--- src/sv/smes_pkg.sv ---
// Shared types and codes for the sparse matrix entry store.
package smes_pkg;

	// Command codes on the request channel
	localparam logic [1:0] CMD_INSERT = 2'd0;
	localparam logic [1:0] CMD_REMOVE = 2'd1;
	localparam logic [1:0] CMD_READ   = 2'd2;

	// Result status codes
	localparam logic [2:0] ST_OK       = 3'd0;
	localparam logic [2:0] ST_RANGE    = 3'd1;
	localparam logic [2:0] ST_ABSENT   = 3'd2;
	localparam logic [2:0] ST_OCCUPIED = 3'd3;
	localparam logic [2:0] ST_FULL     = 3'd4;

	// Configuration register indexes
	localparam int REG_INDEX_BITS = 2;
	localparam logic [REG_INDEX_BITS-1:0] REG_ROW_COUNT = 2'd0;
	localparam logic [REG_INDEX_BITS-1:0] REG_COL_COUNT = 2'd1;

	// Depth of the request queue between front and back
	localparam int QUEUE_DEPTH = 2;

	// Classified operation handed from front to back
	typedef enum logic [2:0] {
		OP_INSERT,
		OP_REMOVE,
		OP_READ,
		OP_NOP,
		OP_RANGE
	} op_t;

	// Back-end sequencer states
	typedef enum logic [1:0] {
		ST_IDLE,
		ST_SCAN,
		ST_DRAIN,
		ST_FINISH
	} state_t;

	// Handshake between the request queue and its consumer
	typedef struct packed {
		logic empty;
		logic pop;
	} queue_ctl_t;

endpackage

--- src/sv/smes_front.sv ---
// Front end: dimension registers and request classification.
module smes_front #(
	parameter int INDEX_BITS = 16
) (
	input  logic                                    clk,
	input  logic                                    arst_n,
	input  logic                                    write_en,
	input  logic [smes_pkg::REG_INDEX_BITS-1:0]     reg_index,
	input  logic [INDEX_BITS-1:0]                   write_data,
	input  logic [1:0]                              command,
	input  logic [INDEX_BITS-1:0]                   row,
	input  logic [INDEX_BITS-1:0]                   col,
	output smes_pkg::op_t                           op
);

	logic [INDEX_BITS-1:0] row_count_q;
	logic [INDEX_BITS-1:0] col_count_q;
	logic                  out_of_range;

	// Hold the matrix dimensions
	always_ff @(posedge clk or negedge arst_n) begin
		if (!arst_n) begin
			row_count_q <= INDEX_BITS'(1);
			col_count_q <= INDEX_BITS'(1);
		end else if (write_en) begin
			if (reg_index == smes_pkg::REG_ROW_COUNT) begin
				row_count_q <= write_data;
			end
			if (reg_index == smes_pkg::REG_COL_COUNT) begin
				col_count_q <= write_data;
			end
		end
	end

	// Check the 1-based indices against the dimensions
	assign out_of_range = (row == '0) || (row > row_count_q) ||
		(col == '0) || (col > col_count_q);

	// Classify the request; the unused command code wins over the range check
	always_comb begin
		case (command)
			smes_pkg::CMD_INSERT: op = smes_pkg::OP_INSERT;
			smes_pkg::CMD_REMOVE: op = smes_pkg::OP_REMOVE;
			smes_pkg::CMD_READ:   op = smes_pkg::OP_READ;
			default:              op = smes_pkg::OP_NOP;
		endcase
		if (op != smes_pkg::OP_NOP && out_of_range) begin
			op = smes_pkg::OP_RANGE;
		end
	end

endmodule

--- src/sv/smes_queue.sv ---
// Short request queue between the front end and the table scanner.
module smes_queue #(
	parameter int WIDTH = 8
) (
	input  logic                 clk,
	input  logic                 arst_n,
	input  logic                 push,
	input  logic [WIDTH-1:0]     push_data,
	output logic                 full,
	input  smes_pkg::queue_ctl_t ctl_in,
	output logic                 empty,
	output logic [WIDTH-1:0]     pop_data
);

	localparam int Depth = smes_pkg::QUEUE_DEPTH;
	localparam int PtrBits = (Depth > 1) ? $clog2(Depth) : 1;
	localparam int CntBits = $clog2(Depth + 1);

	logic [WIDTH-1:0]   slot_q [Depth];
	logic [PtrBits-1:0] wr_ptr_q;
	logic [PtrBits-1:0] rd_ptr_q;
	logic [CntBits-1:0] count_q;
	logic               pop;

	assign pop      = ctl_in.pop;
	assign full     = (count_q == CntBits'(Depth));
	assign empty    = (count_q == '0);
	assign pop_data = slot_q[rd_ptr_q];

	// Store pushed requests
	always_ff @(posedge clk) begin
		if (push) begin
			slot_q[wr_ptr_q] <= push_data;
		end
	end

	// Advance pointers and occupancy
	always_ff @(posedge clk or negedge arst_n) begin
		if (!arst_n) begin
			wr_ptr_q <= '0;
			rd_ptr_q <= '0;
			count_q  <= '0;
		end else begin
			if (push) begin
				wr_ptr_q <= (wr_ptr_q == PtrBits'(Depth - 1)) ? '0 : wr_ptr_q + 1'b1;
			end
			if (pop) begin
				rd_ptr_q <= (rd_ptr_q == PtrBits'(Depth - 1)) ? '0 : rd_ptr_q + 1'b1;
			end
			if (push && !pop) begin
				count_q <= count_q + 1'b1;
			end else if (pop && !push) begin
				count_q <= count_q - 1'b1;
			end
		end
	end

`ifndef SYNTHESIS
	a_no_overflow: assert property (@(posedge clk) disable iff (!arst_n)
		full |-> !push || pop)
		else $error("request pushed into a full queue");
	a_no_underflow: assert property (@(posedge clk) disable iff (!arst_n)
		pop |-> !empty)
		else $error("request popped from an empty queue");
	a_count_bound: assert property (@(posedge clk) disable iff (!arst_n)
		count_q <= CntBits'(Depth))
		else $error("queue occupancy beyond its depth");
`endif

endmodule

--- src/sv/smes_back.sv ---
// Back end: scans the entry table one slot per cycle and applies the request.
module smes_back #(
	parameter int ENTRY_COUNT = 64,
	parameter int INDEX_BITS  = 16,
	parameter int VALUE_BITS  = 32,
	parameter int QW          = 8
) (
	input  logic                  clk,
	input  logic                  arst_n,
	input  logic                  empty,
	input  logic [QW-1:0]         pop_data,
	output smes_pkg::queue_ctl_t  ctl_out,
	output logic                  done,
	output logic [2:0]            status,
	output logic signed [31:0]    read_value
);

	localparam int AW   = $clog2(ENTRY_COUNT);
	localparam int OPW  = $bits(smes_pkg::op_t);
	localparam int WW   = 2 * INDEX_BITS + VALUE_BITS;

	smes_pkg::state_t state_q, state_d;

	// Current request
	smes_pkg::op_t         cur_op_q;
	logic [INDEX_BITS-1:0] cur_row_q;
	logic [INDEX_BITS-1:0] cur_col_q;
	logic [VALUE_BITS-1:0] cur_val_q;

	// Entry table
	logic [WW-1:0]          mem [ENTRY_COUNT];
	logic [ENTRY_COUNT-1:0] valid_q;

	// Scan pipeline
	logic [AW-1:0]         addr_q;
	logic                  live_s1;
	logic                  valid_s1;
	logic [WW-1:0]         word_s1;
	logic [AW-1:0]         idx_s1;

	// Scan results
	logic                  hit_q;
	logic [AW-1:0]         hit_idx_q;
	logic [VALUE_BITS-1:0] hit_val_q;
	logic                  free_q;
	logic [AW-1:0]         free_idx_q;

	// Result registers
	logic                  done_q;
	logic [2:0]            status_q;
	logic signed [31:0]    read_value_q;

	// Sequencer controls
	logic                  pop;
	logic                  issue;
	logic                  finish;
	logic                  last_addr;
	smes_pkg::op_t         in_op;
	logic                  needs_scan;

	logic [INDEX_BITS-1:0] s1_row;
	logic [INDEX_BITS-1:0] s1_col;
	logic                  s1_match;
	logic                  do_write;
	logic                  do_clear;
	logic [2:0]            status_d;
	logic signed [31:0]    value_d;

	assign in_op      = smes_pkg::op_t'(pop_data[QW-1 -: OPW]);
	assign needs_scan = (in_op == smes_pkg::OP_INSERT) || (in_op == smes_pkg::OP_REMOVE) ||
		(in_op == smes_pkg::OP_READ);
	assign last_addr  = (addr_q == AW'(ENTRY_COUNT - 1));

	// Next state
	always_comb begin
		state_d = state_q;
		case (state_q)
			smes_pkg::ST_IDLE: begin
				if (!empty) begin
					state_d = needs_scan ? smes_pkg::ST_SCAN : smes_pkg::ST_FINISH;
				end
			end
			smes_pkg::ST_SCAN: begin
				if (last_addr) begin
					state_d = smes_pkg::ST_DRAIN;
				end
			end
			smes_pkg::ST_DRAIN:  state_d = smes_pkg::ST_FINISH;
			smes_pkg::ST_FINISH: state_d = smes_pkg::ST_IDLE;
			default:             state_d = smes_pkg::ST_IDLE;
		endcase
	end

	// State outputs
	always_comb begin
		pop    = 1'b0;
		issue  = 1'b0;
		finish = 1'b0;
		case (state_q)
			smes_pkg::ST_IDLE:   pop    = !empty;
			smes_pkg::ST_SCAN:   issue  = 1'b1;
			smes_pkg::ST_FINISH: finish = 1'b1;
			default: begin
			end
		endcase
	end

	assign ctl_out.pop   = pop;
	assign ctl_out.empty = empty;

	always_ff @(posedge clk or negedge arst_n) begin
		if (!arst_n) begin
			state_q <= smes_pkg::ST_IDLE;
		end else begin
			state_q <= state_d;
		end
	end

	// Latch the request taken from the queue
	always_ff @(posedge clk or negedge arst_n) begin
		if (!arst_n) begin
			cur_op_q <= smes_pkg::OP_NOP;
		end else if (pop) begin
			cur_op_q <= in_op;
		end
	end

	always_ff @(posedge clk) begin
		if (pop) begin
			cur_row_q <= pop_data[QW-OPW-1 -: INDEX_BITS];
			cur_col_q <= pop_data[QW-OPW-INDEX_BITS-1 -: INDEX_BITS];
			cur_val_q <= pop_data[VALUE_BITS-1:0];
		end
	end

	// Advance the scan address
	always_ff @(posedge clk or negedge arst_n) begin
		if (!arst_n) begin
			addr_q  <= '0;
			live_s1 <= 1'b0;
		end else begin
			live_s1 <= issue;
			if (pop) begin
				addr_q <= '0;
			end else if (issue && !last_addr) begin
				addr_q <= addr_q + 1'b1;
			end
		end
	end

	// Finish decisions
	assign do_write = finish && (cur_op_q == smes_pkg::OP_INSERT) && !hit_q && free_q;
	assign do_clear = finish && (cur_op_q == smes_pkg::OP_REMOVE) && hit_q;

	// Table memory: read one slot per scan cycle, write on insert
	always_ff @(posedge clk) begin
		if (do_write) begin
			mem[free_idx_q] <= {cur_row_q, cur_col_q, cur_val_q};
		end
		word_s1  <= mem[addr_q];
		valid_s1 <= valid_q[addr_q];
		idx_s1   <= addr_q;
	end

	// Valid bits: set on insert, drop on remove
	always_ff @(posedge clk or negedge arst_n) begin
		if (!arst_n) begin
			valid_q <= '0;
		end else begin
			if (do_write) begin
				valid_q[free_idx_q] <= 1'b1;
			end
			if (do_clear) begin
				valid_q[hit_idx_q] <= 1'b0;
			end
		end
	end

	// Compare the registered slot with the request
	assign s1_row   = word_s1[WW-1 -: INDEX_BITS];
	assign s1_col   = word_s1[WW-INDEX_BITS-1 -: INDEX_BITS];
	assign s1_match = valid_s1 && (s1_row == cur_row_q) && (s1_col == cur_col_q);

	always_ff @(posedge clk or negedge arst_n) begin
		if (!arst_n) begin
			hit_q  <= 1'b0;
			free_q <= 1'b0;
		end else if (pop) begin
			hit_q  <= 1'b0;
			free_q <= 1'b0;
		end else if (live_s1) begin
			if (s1_match && !hit_q) begin
				hit_q <= 1'b1;
			end
			if (!valid_s1 && !free_q) begin
				free_q <= 1'b1;
			end
		end
	end

	// Record the first match and the lowest free slot
	always_ff @(posedge clk) begin
		if (live_s1 && s1_match && !hit_q) begin
			hit_idx_q <= idx_s1;
			hit_val_q <= word_s1[VALUE_BITS-1:0];
		end
		if (live_s1 && !valid_s1 && !free_q) begin
			free_idx_q <= idx_s1;
		end
	end

	// Build the result
	always_comb begin
		status_d = smes_pkg::ST_OK;
		value_d  = '0;
		case (cur_op_q)
			smes_pkg::OP_INSERT: begin
				if (hit_q) begin
					status_d = smes_pkg::ST_OCCUPIED;
				end else if (!free_q) begin
					status_d = smes_pkg::ST_FULL;
				end
			end
			smes_pkg::OP_REMOVE: begin
				if (!hit_q) begin
					status_d = smes_pkg::ST_ABSENT;
				end
			end
			smes_pkg::OP_READ: begin
				if (hit_q) begin
					value_d = 32'($signed(hit_val_q));
				end else begin
					status_d = smes_pkg::ST_ABSENT;
				end
			end
			smes_pkg::OP_RANGE: status_d = smes_pkg::ST_RANGE;
			default:            status_d = smes_pkg::ST_OK;
		endcase
	end

	always_ff @(posedge clk or negedge arst_n) begin
		if (!arst_n) begin
			done_q <= 1'b0;
		end else begin
			done_q <= finish;
		end
	end

	always_ff @(posedge clk) begin
		if (finish) begin
			status_q     <= status_d;
			read_value_q <= value_d;
		end
	end

	assign done       = done_q;
	assign status     = status_q;
	assign read_value = read_value_q;

`ifndef SYNTHESIS
	a_done_after_finish: assert property (@(posedge clk) disable iff (!arst_n)
		done_q |-> $past(state_q == smes_pkg::ST_FINISH))
		else $error("result strobe without a finished request");
	a_hit_is_live: assert property (@(posedge clk) disable iff (!arst_n)
		(finish && hit_q) |-> valid_q[hit_idx_q])
		else $error("matched slot is not valid");
	a_insert_sets_valid: assert property (@(posedge clk) disable iff (!arst_n)
		do_write |=> valid_q[$past(free_idx_q)])
		else $error("inserted slot not marked valid");
	a_free_is_empty: assert property (@(posedge clk) disable iff (!arst_n)
		(finish && free_q) |-> !valid_q[free_idx_q])
		else $error("free slot found valid at finish");
`endif

endmodule

--- src/sv/sparse_matrix_entry_store.sv ---
// Top level of the sparse matrix entry store.
//
// Requests: drive command, row, col and value with start high; the request is
// taken at a rising edge where start is high and busy is low. busy rises only
// when the request queue (two deep) is full.
// Commands: insert, remove and read of a 1-based (row, col) element. Indices
// are checked against row_count and col_count before any table access.
// Results: one per request, in request order, shown on status and read_value
// for exactly one cycle with done high. The receiver cannot stall them.
// Scanning: an insert, remove or read walks the whole table one slot per cycle
// through the single table read port, which sets the throughput; the scanner
// takes one request at a time, while the queue holds up to two more behind it.
// An out-of-range or unused command skips the scan.
// Configuration: write_en, reg_index and write_data write a dimension
// register; write only while no request is outstanding.
// Reset: arst_n clears the table (all slots free), sets both dimensions to 1
// and empties the queue.
module sparse_matrix_entry_store #(
	parameter int ENTRY_COUNT = 64,
	parameter int INDEX_BITS  = 16,
	parameter int VALUE_BITS  = 32
) (
	input  logic                                clk,
	input  logic                                arst_n,
	input  logic                                write_en,
	input  logic [smes_pkg::REG_INDEX_BITS-1:0] reg_index,
	input  logic [INDEX_BITS-1:0]               write_data,
	input  logic                                start,
	output logic                                busy,
	input  logic [1:0]                          command,
	input  logic [INDEX_BITS-1:0]               row,
	input  logic [INDEX_BITS-1:0]               col,
	input  logic signed [VALUE_BITS-1:0]        value,
	output logic                                done,
	output logic [2:0]                          status,
	output logic signed [31:0]                  read_value
);

	localparam int OPW = $bits(smes_pkg::op_t);
	localparam int QW  = OPW + 2 * INDEX_BITS + VALUE_BITS;

	smes_pkg::op_t        op;
	logic                 full;
	logic                 push;
	logic                 empty;
	logic [QW-1:0]        pop_data;
	smes_pkg::queue_ctl_t ctl;

	assign busy = full;
	assign push = start && !full;

	// Classify incoming requests
	smes_front #(
		.INDEX_BITS(INDEX_BITS)
	) u_front (
		.clk       (clk),
		.arst_n    (arst_n),
		.write_en  (write_en),
		.reg_index (reg_index),
		.write_data(write_data),
		.command   (command),
		.row       (row),
		.col       (col),
		.op        (op)
	);

	// Queue classified requests
	smes_queue #(
		.WIDTH(QW)
	) u_queue (
		.clk      (clk),
		.arst_n   (arst_n),
		.push     (push),
		.push_data({op, row, col, value}),
		.full     (full),
		.ctl_in   (ctl),
		.empty    (empty),
		.pop_data (pop_data)
	);

	// Scan the table and answer
	smes_back #(
		.ENTRY_COUNT(ENTRY_COUNT),
		.INDEX_BITS (INDEX_BITS),
		.VALUE_BITS (VALUE_BITS),
		.QW         (QW)
	) u_back (
		.clk       (clk),
		.arst_n    (arst_n),
		.empty     (empty),
		.pop_data  (pop_data),
		.ctl_out   (ctl),
		.done      (done),
		.status    (status),
		.read_value(read_value)
	);

endmodule
--- config.mk ---
export PLATFORM = sky130hd
export DESIGN_NAME = sparse_matrix_entry_store
export DESIGN_NICKNAME = d
export VERILOG_FILES = /design/src/sv/smes_pkg.sv /design/src/sv/smes_front.sv /design/src/sv/smes_queue.sv /design/src/sv/smes_back.sv /design/src/sv/sparse_matrix_entry_store.sv
export SDC_FILE = /design/constraint.sdc
export NUM_CORES = 2
export LEC_CHECK = 0
export BUFFER_PORTS_ARGS = -buffer_cell sky130_fd_sc_hd__buf_2
export CAP_MARGIN = 40
export CORE_MARGIN = 2
export CORE_UTILIZATION = 40
export DETAILED_ROUTE_END_ITERATION = 12
export PLACE_DENSITY = 0.54
export SLEW_MARGIN = 20
export SYNTH_ARGS = -nofsm -noshare
export SYNTH_HDL_FRONTEND = slang
export SYNTH_MEMORY_MAX_BITS = 65536
export SYNTH_SLANG_ARGS = --single-unit
--- constraint.sdc ---
create_clock -name clk -period 6.15 [get_ports clk]
set_clock_uncertainty 0.15 [all_clocks]
set_input_delay 0.3075 -clock clk [delete_from_list [all_inputs] [get_ports clk]]
set_output_delay 0.3075 -clock clk [all_outputs]
set_load 0.1 [all_outputs]
# ---- Word level (Yosys, flattened, before mapping)
# Memories as Yosys holds them, arrays and structs flattened. A register that Yosys moved wholly into a read port is not among the register bits.
# Cells that the tools add are included.
dict set report totals {
  register_bits 265
  ram_bits 4230
  input_bits 88
  out_inout_bits 37
  elab_cells 148
  mem_count 2
}
dict set report op_classes {
  addsub 5
  n_lt_le_gt_ge 7
  n_eq_ne 18
  n_mux 37
  bitwise 3
  reduce_logical 53
}
# name words width read_ports rd_ports_with_merged_regs wr line_no
set mem_list {}
lappend mem_list {u_back.mem 64 64 1 1 1 smes_back.sv:31} ;# logic [WW-1:0] mem [ENTRY_COUNT];
lappend mem_list {u_queue.slot_q 2 67 1 0 1 smes_queue.sv:19} ;# logic [WIDTH-1:0] slot_q [Depth];
# op count
set op_table {}
lappend op_table {{64-bit two-way mux} 2}
lappend op_table {{64-bit AND} 1}
lappend op_table {{64-bit inverter} 1}
lappend op_table {{64-bit bitwise OR} 1}
lappend op_table {{16-bit equality test} 2}
lappend op_table {{16-bit greater-than comparator} 2}
lappend op_table {{16-bit zero test} 2}
lappend op_table {{6-bit by 7-bit less-than comparator with 1-bit output, second input constant} 3}
lappend op_table {{1-bit logical AND} 20}
lappend op_table {{1-bit two-way mux} 18}
lappend op_table {{1-bit demux with 6-bit select} 2}
lappend op_table {{6-bit by 1-bit >= comparator with 1-bit output, second input constant} 2}
lappend op_table {{2-bit two-way mux} 6}
lappend op_table {{6-bit two-way mux} 2}
lappend op_table {{2-bit AND reduction} 6}
lappend op_table {{2-bit nonzero test} 5}
lappend op_table {{3-bit two-way mux} 3}
lappend op_table {{3-bit one-hot mux with 3 select lines} 1}
lappend op_table {{2-bit equality test, second input constant} 4}
lappend op_table {{1-bit zero test} 8}
lappend op_table {{2-bit zero test} 4}
lappend op_table {{2-bit one-hot mux with 4 select lines} 1}
lappend op_table {{6-bit by 1-bit adder with 6-bit output, second input constant} 1}
lappend op_table {{1-bit binary-select mux with 6-bit select} 1}
lappend op_table {{14 further kinds} 25}

# ---- Depth between registers and ports, before layout
dict set report depth {
  depth_word 8
  depth_mapped 9
  ltp_nobuf 8
}

# ---- By module
# From an unflattened synthesis, not the netlist that was laid out.
dict set report unflattened {
  cells_unflattened 7810
  area_unflattened_um2 172277.7
}
# module instances cells_per_inst area_each_um2 seq_area_each_um2
set by_module_without_submodules {}
lappend by_module_without_submodules {smes_back 1 7375 165094.6 130692.8}
lappend by_module_without_submodules {smes_queue 1 225 5112.4 4124.0}
lappend by_module_without_submodules {smes_front 1 209 2057.0 803.3}
lappend by_module_without_submodules {sparse_matrix_entry_store 1 1 13.8 0.0}

# ---- Worst setup path before layout
# No wires, ideal clock.
dict set report synth_path {
  path_type {reg2reg}
  startpoint {register u_back.cur_row_q[7]}
  endpoint {register u_back.hit_idx_q[0], enable pin}
  setup_time_ns 0.531
  arrival_time_ns 5.435
  t_required_ns 5.469
  slack_ns 0.033
  stages_incl_launch_ff 6
  n_path_buf 0
  synth_period_minus_slack_ns 6.117
  cell_sequence {edfxtp_1 -> xnor2_1 -> nand4_1 -> nor4_1 -> nand4_1 -> nor4_1}
}
dict set report synth_between {
  elab_chain_len 5
}
# element line_no
set synth_lines {}
lappend synth_lines {{from (decl)} smes_back.sv:26} ;# logic [INDEX_BITS-1:0] cur_row_q;
lappend synth_lines {{from (signal assigned)} smes_back.sv:130} ;# cur_row_q <= pop_data[QW-OPW-1 -: INDEX_BITS];
lappend synth_lines {{16-bit equality test} smes_back.sv:182} ;# assign s1_match = valid_s1 && (s1_row == cur_row_q) && (s1_col == cur_col_q);
lappend synth_lines {{1-bit logical AND (2 in series)} smes_back.sv:182}
lappend synth_lines {{1-bit logical AND (2 in series)} smes_back.sv:203} ;# if (live_s1 && s1_match && !hit_q) begin
lappend synth_lines {{to (signal assigned)} smes_back.sv:204} ;# hit_idx_q <= idx_s1;
lappend synth_lines {{to (decl)} smes_back.sv:43} ;# logic [AW-1:0] hit_idx_q;
# No other way between the ends.
# A chain may end at the register's enable or synchronous reset.

# ---- Worst setup path after layout
dict set report layout_path {
  startpoint {register u_back.hit_q}
  endpoint {memory u_back.mem[54][1] (netlist bit), enable pin}
}
dict set report layout_between {
  elab_chain_len 5
}
# element line_no
set layout_lines {}
lappend layout_lines {{from (decl)} smes_back.sv:42} ;# logic hit_q;
lappend layout_lines {{from (signal assigned)} smes_back.sv:186} ;# hit_q <= 1'b0;
lappend layout_lines {{from (signal assigned)} smes_back.sv:189} ;# hit_q <= 1'b0;
lappend layout_lines {{from (signal assigned)} smes_back.sv:193} ;# hit_q <= 1'b1;
lappend layout_lines {{1-bit zero test} smes_back.sv:152} ;# assign do_write = finish && (cur_op_q == smes_pkg::OP_INSERT) && !hit_q && free_q;
lappend layout_lines {{1-bit logical AND (2 in series)} smes_back.sv:152}
lappend layout_lines {{1-bit two-way mux} smes_back.sv:157} ;# if (do_write) begin
lappend layout_lines {{1-bit two-way mux (implied by the code)} smes_back.sv:158} ;# mem[free_idx_q] <= {cur_row_q, cur_col_q, cur_val_q};
lappend layout_lines {{to (decl)} smes_back.sv:31}
# No other way between the ends.

==> impl_results.md <==
- I/O Buffers: 124
- Clock transition at the registers of the reported paths: 60 ps
- Setup Total Neg Slack: 0 ps
- Most used cell, CP: nand3_1
- Syn Nets: 7107
- Post-synthesis sequential area ratio: 79.0%
- Largest stage delay, worst path: 890 ps
- Initial DRC count: 9495
- Die X: 659 um
- Cell Chain, Critical Path: nor4_1 > nand3_1 > nor2_1 > nand3_1 > nor2_4 > buf_4
- Synth unique cells: 50
- CTS sink count: 4559
- Worst endpoint required time: 6620 ps
- DR vias/cell: 5.84
- # fillers: 34700
- Clk Latency, worst-skew pair: 990 ps
- Period utilization: 70.1%
- Slew headroom: 30.4%
- DRC errors left: 0
- Clk root buf: clkbuf_16
- Antenna violations before repair: 19
- Antenna Nets Post-Route: 0
- Worst path bufs/invs: 1
- Syn_area_per_cell: 24.6 um^2
- Fmax achieved: 232 MHz
- Peak VDD IR: 0.433 mV
- Ys Warns: 0
- Vias in the first global route: 82000
- Post-synth EDFFs: 4373
- Tmin final: 4310 ps
- H-tree levels: 5
- Largest delay contributor family on the critical path: simple AND/OR/NAND/NOR gates
- Ys async rst share: 2.52%
- # setup viols final: 0
- Initial Util: 40.2%
- Critical Path Fanout Max: 27
- Clock Tree Buf Depth: 4
- Cell area after synthesis: 172000 um^2
- PwrDens: 422 nW/um^2
- Area grow syn2layout: 16.0%
- Final Max Tran Viols: 0
- Core box area: 427000 um^2
- Hold Worst Slack: 106 ps
- Yosys reg bits: 4559
- Row count: 240
- Max_cap viols: 0
- Share of cells above drive strength 1: 31.9%
- Vias: 80800
- Final WL: 471 mm
- Max stage delay cell, worst path: nor2_4
- First-pass GRT wire length: 653 mm
- CTS Buf Count: 458
- Critical path data arrival time: 4780 ps
- Crit end category: flip-flop
- DP HPWL: 261 mm
- Initial DRT Pass Iterations: 5
- Synth area leaders: edfxtp_1 (76%), mux4_2 (17%), dfrtp_1 (1.6%), dfxtp_1 (0.83%), a22oi_1 (0.56%)
- # IOs: 125
- Drt wl/cell: 34.1 um
- Final nets: 7865
- Top cell type by total area after synthesis: edfxtp_1
- Outcome: finished clean
- Die Span Y: 659 um
- RSZ-0062 raised after global routing: no
- Hold Crit Class: input pin to flip-flop
- Leak Pwr: 61.6 nW
- Routability cong.: 0.793
- Die area: 435000 um^2
- Final hold violation count: 0
- CTS tree: yes
- Slew at the pin closest to its max-slew limit: 1040 ps
- Most frequent cells in the layout: edfxtp_1 (4373), mux4_2 (1296), clkbuf_16 (462)
- Largest net degree at the start of global routing: 114
- GR Overflow Total: 0
- Post_cts resized: 0
- Ys flop type: edfxtp_1
- Total track usage: 21.5%
- Startpoint types: flip-flop
- Critical path class: flip-flop to flip-flop
- Mapped Cells: 6981
- Commonest non-fill, non-tap cell in the layout: edfxtp_1
- Share of the synthesized area in the top cell type: 76.5%
[what timing repair did]
action / CTS / global route
hold buffers: 182 / 0
buffers inserted: 0 / 0
hold endpoints to repair: 271 / 0
[kinds of logic after synthesis]
| kind of cell | count (synthesis) | synth area share, % |
|---|---|---|
| AO/OA/AOI/OAI | 264 | 1.14 |
| XOR/XNOR | 41 | 0.209 |
| adder cells (fa/ha/maj) | 38 | 0.277 |
| buffers and inverters | 393 | 0.968 |
| flip-flops | 4559 | 79.0 |
| multiplexers | 1388 | 17.6 |
| AND/OR/NAND/NOR | 298 | 0.835 |
[worst min-delay path, delay by kind of cell]
kind            cells  cell delay [ps]
buf+inv             2              640
compound gates      1              160
[final timing paths]
kind	start	end	slack (ps)	cells after the start
max in group asynchronous	arst_n	u_back.addr_q[2]	4630	4
min in group asynchronous	arst_n	u_front.col_count_q[0]	340	3
worst min-delay path	command[0]	u_queue.slot_q[1][65]	110	3
worst min register to register	u_back.word_s1[11]	u_back.hit_val_q[11]	260	0
worst max-delay path	u_back.hit_q	u_back.mem[54][1]	1840	6
worst max register to register	u_back.hit_q	u_back.mem[54][1]	1840	6
[power by group]
group	internal (mW)	switching (mW)	total (mW)
logic	7.56	10.7	18.2
clock network	15.8	11.8	27.6
registers	37.4	0.771	38.2
total	60.8	23.3	84.0
[cell type report]
class | count | area (um^2) | area share [%]
antenna | 13 | 32.5 | 0.0163
clock buffer | 593 | 12300 | 6.17
clock inverter | 259 | 2530 | 1.27
inverter | 42 | 160 | 0.0804
multi-input combinational | 2029 | 35000 | 17.6
sequential | 4559 | 136000 | 68.1
tap | 5687 | 7120 | 3.57
timing repair buffer | 649 | 6490 | 3.26
[flip-flops by register name, summed over array words and instances, names as in the netlist, 2 cells and up]
signal / count
u_back.addr_q: 6
u_back.cur_col_q: 16
u_back.cur_op_q: 3
u_back.cur_row_q: 16
u_back.cur_val_q: 32
u_back.free_idx_q: 6
u_back.hit_idx_q: 6
u_back.hit_val_q: 32
u_back.idx_s1: 6
u_back.mem: 4096
u_back.read_value: 32
u_back.state_q: 2
u_back.status: 3
u_back.valid_q: 64
u_back.word_s1: 64
u_front.col_count_q: 16
u_front.row_count_q: 16
u_queue.count_q: 2
u_queue.slot_q: 134
[metrics by stage]
stage	setup slack (ps)	util (%)	instance area (um^2)	power, mW	instances
2_1_floorplan	33.2	-	172000	50.6	6981
3_3_place_gp	1760	42.5	182000	56.9	12700
3_5_place_dp	1940	42.6	182000	57.3	12800
4_1_cts	1930	46.5	199000	84.8	13800
5_1_grt	1710	46.6	199000	86.9	13800
6_report	1840	46.6	199000	84.0	13800
[synth_stat cells (3+ instances only)]
| library cell | n |
|---|---|
| o21a_1 | 5 |
| dfstp_2 | 4 |
| xor2_1 | 15 |
| nor2_1 | 82 |
| dfxtp_1 | 71 |
| inv_1 | 41 |
| o22a_1 | 66 |
| or3b_2 | 5 |
| buf_2 | 110 |
| mux2i_1 | 11 |
| nor2b_1 | 10 |
| nand3_1 | 12 |
| buf_1 | 29 |
| dfrtp_1 | 111 |
| or3_1 | 3 |
| a22oi_1 | 129 |
| buf_6 | 3 |
| o21ai_0 | 25 |
| nand4_1 | 16 |
| clkbuf_1 | 202 |
| and2_1 | 34 |
| a21oi_1 | 22 |
| edfxtp_1 | 4373 |
| ha_1 | 38 |
| a21o_1 | 3 |
| nand2_1 | 97 |
| xnor2_1 | 26 |
| nor4_1 | 13 |
| o211ai_1 | 3 |
| mux4_2 | 1296 |
| nand3b_1 | 12 |
| mux2_2 | 81 |
| nor3_1 | 4 |
| buf_4 | 7 |
[per-layer routing]
metal  vias up  track usage, %  share of wire (%)
li1      31700               -                  -
met1     45300            30.3                 41
met2      3101            35.6                 49
met3       591            3.12                6.8
met4         4            4.86                2.7
met5         -               0             0.0066
(Power assumes the default switching activity.)
